**src/sv/bri_pkg.sv**
```systemverilog
// Package for the bilinear RGBA interpolation core.
// Holds field widths, register indexes and the lane control type.
// No dependencies; every other file of the block imports it.
`timescale 1ns / 1ps

package bri_pkg;

    localparam int COORD_W    = 12;
    localparam int FRAC_IN_W  = 16;
    localparam int PIX_W      = 32;
    localparam int DIM_W      = 13;
    localparam int LANES      = 4;
    localparam int LANE_W     = 8;
    localparam int CFG_IDX_W  = 1;

    localparam int DEF_MAX_DIM   = 4096;
    localparam int DEF_FRAC_BITS = 16;

    typedef enum logic [CFG_IDX_W-1:0] {
        REG_IMAGE_WIDTH  = 1'b0,
        REG_IMAGE_HEIGHT = 1'b1
    } t_cfg_reg;

    typedef struct packed {
        logic h_en;
        logic v_en;
        logic do_h;
        logic do_v;
    } t_lane_ctrl;

endpackage

```
**src/sv/bri_merge.sv**
```systemverilog
// Merging stage: scales each lane back to 8 bits, clamps, packs the pixel.
// Depends on bri_pkg for lane count and widths.
`timescale 1ns / 1ps

module bri_merge
    import bri_pkg::*;
#(
    parameter int FRAC_BITS = DEF_FRAC_BITS
) (
    input  logic                                      i_clk,
    input  logic                                      i_en,
    input  logic [LANES-1:0][LANE_W+2*FRAC_BITS-1:0] i_lane_v,
    output logic [PIX_W-1:0]                          o_pixel
);

    localparam int V_W = LANE_W + 2 * FRAC_BITS;

    logic [PIX_W-1:0] r_pixel, n_pixel;

    always_comb begin
        n_pixel = '0;
        for (int k = 0; k < LANES; k++) begin
            if (i_lane_v[k] > V_W'({{LANE_W{1'b1}}, {(2 * FRAC_BITS){1'b1}}})) begin
                n_pixel[k*LANE_W +: LANE_W] = {LANE_W{1'b1}};
            end else begin
                n_pixel[k*LANE_W +: LANE_W] = i_lane_v[k][V_W-1:2*FRAC_BITS];
            end
        end
    end

    always_ff @(posedge i_clk) begin
        if (i_en) begin
            r_pixel <= n_pixel;
        end
    end

    assign o_pixel = r_pixel;

endmodule

```
**config.mk**
```make
export PLATFORM = sky130hd
export DESIGN_NAME = bri_merge
export DESIGN_NICKNAME = d
export VERILOG_FILES = /design/src/sv/bri_pkg.sv /design/src/sv/bri_merge.sv
export SDC_FILE = /design/constraint.sdc
export NUM_CORES = 1
export LEC_CHECK = 0
export CELL_PAD_IN_SITES_DETAIL_PLACEMENT = 0
export CELL_PAD_IN_SITES_GLOBAL_PLACEMENT = 1
export CORE_AREA = 4 4 72 74
export CTS_CLUSTER_SIZE = 10
export DETAILED_ROUTE_END_ITERATION = 16
export DIE_AREA = 0 0 76 78
export DONT_BUFFER_PORTS = 1
export PLACE_DENSITY_LB_ADDON = 0.08
export SLEW_MARGIN = 20
export SYNTH_ARGS = -nofsm -noshare
export SYNTH_HDL_FRONTEND = slang
export SYNTH_SLANG_ARGS = --single-unit
```
**constraint.sdc**
```tcl
create_clock -name i_clk -period 0.9 [get_ports i_clk]
set_input_delay 0.135 -clock i_clk [delete_from_list [all_inputs] [get_ports i_clk]]
set_output_delay 0.135 -clock i_clk [all_outputs]
set_load 0.05 [all_outputs]
```
== Word-level counts from Yosys, hierarchy flattened ==
Cells that the tools add are included.

* Flip-flop bits (word level): 32
* Input port bits: 162
* Output and inout bits: 32
* Word-level logic and storage cells: 8

* Magnitude comparators: 4

{| class="wikitable"
|+ Operator list
! cell !! number
|-
| > comparator 40 bit, second input constant || 4
|}

== Logic depth before layout (Yosys ltp) ==
* Depth in word-level cells: 1
* Mapped depth: 1
* Mapped depth without buffers: 0

== Worst setup path after synthesis ==
Ideal clock, no wire load.

* Path type: reg-to-output
* Start point: register r_pixel[0] (netlist: o_pixel[0])
* End point: output o_pixel[0]
* Arrival time: 0.601 ns
* Required time: 0.765 ns
* Setup slack: 0.164 ns
* Stages on the path, launching flop included: 1
* Buffers on the path: 0
* Cells stage by stage: edfxtp_1

{| class="wikitable"
|+ RTL lines
! what !! line !! RTL
|-
| start, declared || bri_merge.sv:18 || <nowiki>logic [PIX_W-1:0] r_pixel, n_pixel;</nowiki>
|-
| start signal, assigned || bri_merge.sv:33 || <nowiki>r_pixel <= n_pixel;</nowiki>
|-
| end, declared || bri_merge.sv:13 || <nowiki>output logic [PIX_W-1:0] o_pixel</nowiki>
|}

No word-level cell between the ends.

== Worst setup path in the final report ==
* Start point: register r_pixel[9] (netlist: o_pixel[9])
* End point: output o_pixel[9]

No word-level cell between the ends.

==> summary.md <==
| Metric | Value |
|---|---|
| Min Clock Period, post-route | `1023 ps` |
| Least-Margin Pin Slew | `between 100 and 150 ps` |
| Total track usage | `9.929%` |
| Non-Filler Instances | `around 160` |
| VDD IR max | `1.053 mV` |
| Worst hold slack | `-33.10 ps` |
| Data required, critical path | `about 760 ps` |
| Crit path max-delay cell type | `edfxtp_1` |
| Resized Gates After CTS | `0` |
| Gpl congestion | `roughly 0.67` |
| Detailed router's first-iteration violation count | `18` |
| Crit Path Max Fanout | `1` |
| Max-Cap Viols | `0` |
| Syn Nets | `226` |
| Largest net degree at the start of global routing | `33` |
| Static leakage | `0.8027 nW` |
| Die Ht | `~78 um` |
| Die area | `about 0.0059 mm2` |
| Synthesized area per cell | `16.89 um2` |
| Fill cell instance count of the final layout | `388` |
| Crit path DAT | `between 800 and 900 ps` |
| Final slew viol count | `0` |
| Routed WL per cell | `around 18 um` |
| Final setup vio count | `32` |
| Crit-path cells | `buf_12` |
| Power per cell area | `around 2000 mW/mm2` |
| CP delay by family, top | `flip-flops` |
| Clock sink count | `32` |
| Area of the multi-input gates | `0 um2` |
| Max Freq | `0.9772 GHz` |
| DP Cell Count | `118` |
| Post-Syn Area | `0.001081 mm2` |
| CP endpoint kind | `output pin` |
| Core footprint | `around 0.0046 mm2` |
| Crit path from | `o_pixel[9]` |
| Hold path startpoint | `i_en` |
| Site Rows | `25` |
| Hold buffer count at CTS | `32` |
| HPWL Detailed | `around 1.9 mm` |
| Synth Instances | `between 60 and 70` |
| Status | `finished, violations left` |
| YS warnings | `0` |
| Final cycle utilization of the critical path | `113.7%` |
| Multi-input comb cells | `0` |
| Endpoints failing hold | `32` |
| Post-route DRC | `0` |
| Ranking of synthesized cells by area | `edfxtp_1 89%, clkbuf_1 11%` |
| Ant. Diodes | `0` |
| WL final | `~2.8 mm` |
| Root Buffer | `clkbuf_8` |
| Crit Path Class | `flip-flop to output pin` |
| Final setup TNS | `-3274 ps` |
| #FFs+latches synth | `32` |
| Hold Path Class | `input pin to flip-flop` |
| Drt pass-1 iters | `2` |
| Final WS setup | `-123.3 ps` |
| H-Tree Depth | `2` |
| Buf/Inv on CP | `1` |
| Layout cells sized above 1 | `37.50%` |
| Vias in the first global route | `706` |
| Seq/Total Area, Yosys | `88.89%` |
| CP peak stage delay | `440 ps` |
| Post-synth top area share | `about nine tenths` |
| FF/Latch Area | `960.9 um2` |
| Die W | `76 um` |
| I/O Buffers | `0` |
| Synth area leader | `edfxtp_1` |
| Nets | `265` |
| Global-route wire length before repair | `4.202 mm` |
| Max FFs per register | `32` |
| Num ports | `194` |
| Synth cell types | `2` |
| P&R area growth vs syn | `93.98%` |
| RSZ-0062 raised after global routing | `true` |
| CTS tree | `built` |
| Relative slew slack | `90.31%` |
| Failing checks | `hold timing, setup timing` |
| Via/cell ratio | `around 3.8` |
| Remaining Overflow, GRT | `0` |
| CTS buffer count | `5` |
| Setup crit start kind | `flip-flop` |
| Via count | `601` |
| Antenna violation net count after detailed routing | `0` |
| Antenna violations before repair | `0` |
| Clock-pin slew on the worst setup and hold paths | `around 70 ps` |
| # Post-CTS Setup Buffers | `0` |
| CTS max path bufs | `2` |
| Starting density of the core | `between 20% and 30%` |
[layout make-up]
type / count / area share [%]
Clock buffer: 6 / 3.461
Sequential cell: 32 / 45.82
Clock inverter: 2 / 1.671
Tap cell: 54 / 3.222
Timing Repair Buffer: 64 / 45.82
[cell usage after synthesis]
cell	count
clkbuf_1	32
edfxtp_1	32
[path summary, 6_finish.rpt]
path,to,slack [ps],depth (start not counted)
worst min-delay path,o_pixel[14],-30,0
worst max-delay path,o_pixel[9],-120,1
[power breakdown]
part / internal (mW) / total [mW] / switching [mW]
combinational: 0.507 / 0.990 / 0.484
sequential: 1.78 / 1.88 / 0.0987
clock: 0.821 / 1.32 / 0.503
total: 3.11 / 4.19 / 1.09
[metal layers]
metal | part of all wire, % | wire [um] | GRT usage, % | up-vias
met3 | 20 | 564 | 10.09 | 5
met1 | 40 | 1137 | 11.79 | 278
li1 | - | - | - | 269
met5 | 0 | 0 | 0 | -
met4 | 0.96 | 27 | 3.737 | 0
met2 | 39 | 1092 | 11.56 | 49
[metrics by stage]
stage	util [%]	power [mW]	instance area (um2)	worst slack, ps
after floorplan	-	2.290	1081	164.4
after global placement	36.30	2.793	1669	185.0
after detailed placement	36.30	2.787	1669	180.3
after CTS	45.61	4.240	2097	-145.9
after global routing	45.61	4.377	2097	-184.2
final	45.61	4.193	2097	-123.3
[placed cells by master, fill, tap and decap left out]
| cell type | netlist | routed |
|---|---|---|
| edfxtp_1 | 32 | 32 |
| clkinv_2 | 0 | 1 |
| clkbuf_1 | 32 | 1 |
| dlygate4sd3_1 | 0 | 32 |
| bufinv_16 | 0 | 1 |
| buf_12 | 0 | 32 |
| clkbuf_8 | 0 | 5 |
[kinds of logic after synthesis]
group and synth area share [%]:
buf+inv 11.11, flops 88.89
No activity file was read; power rests on OpenSTA's default activity.
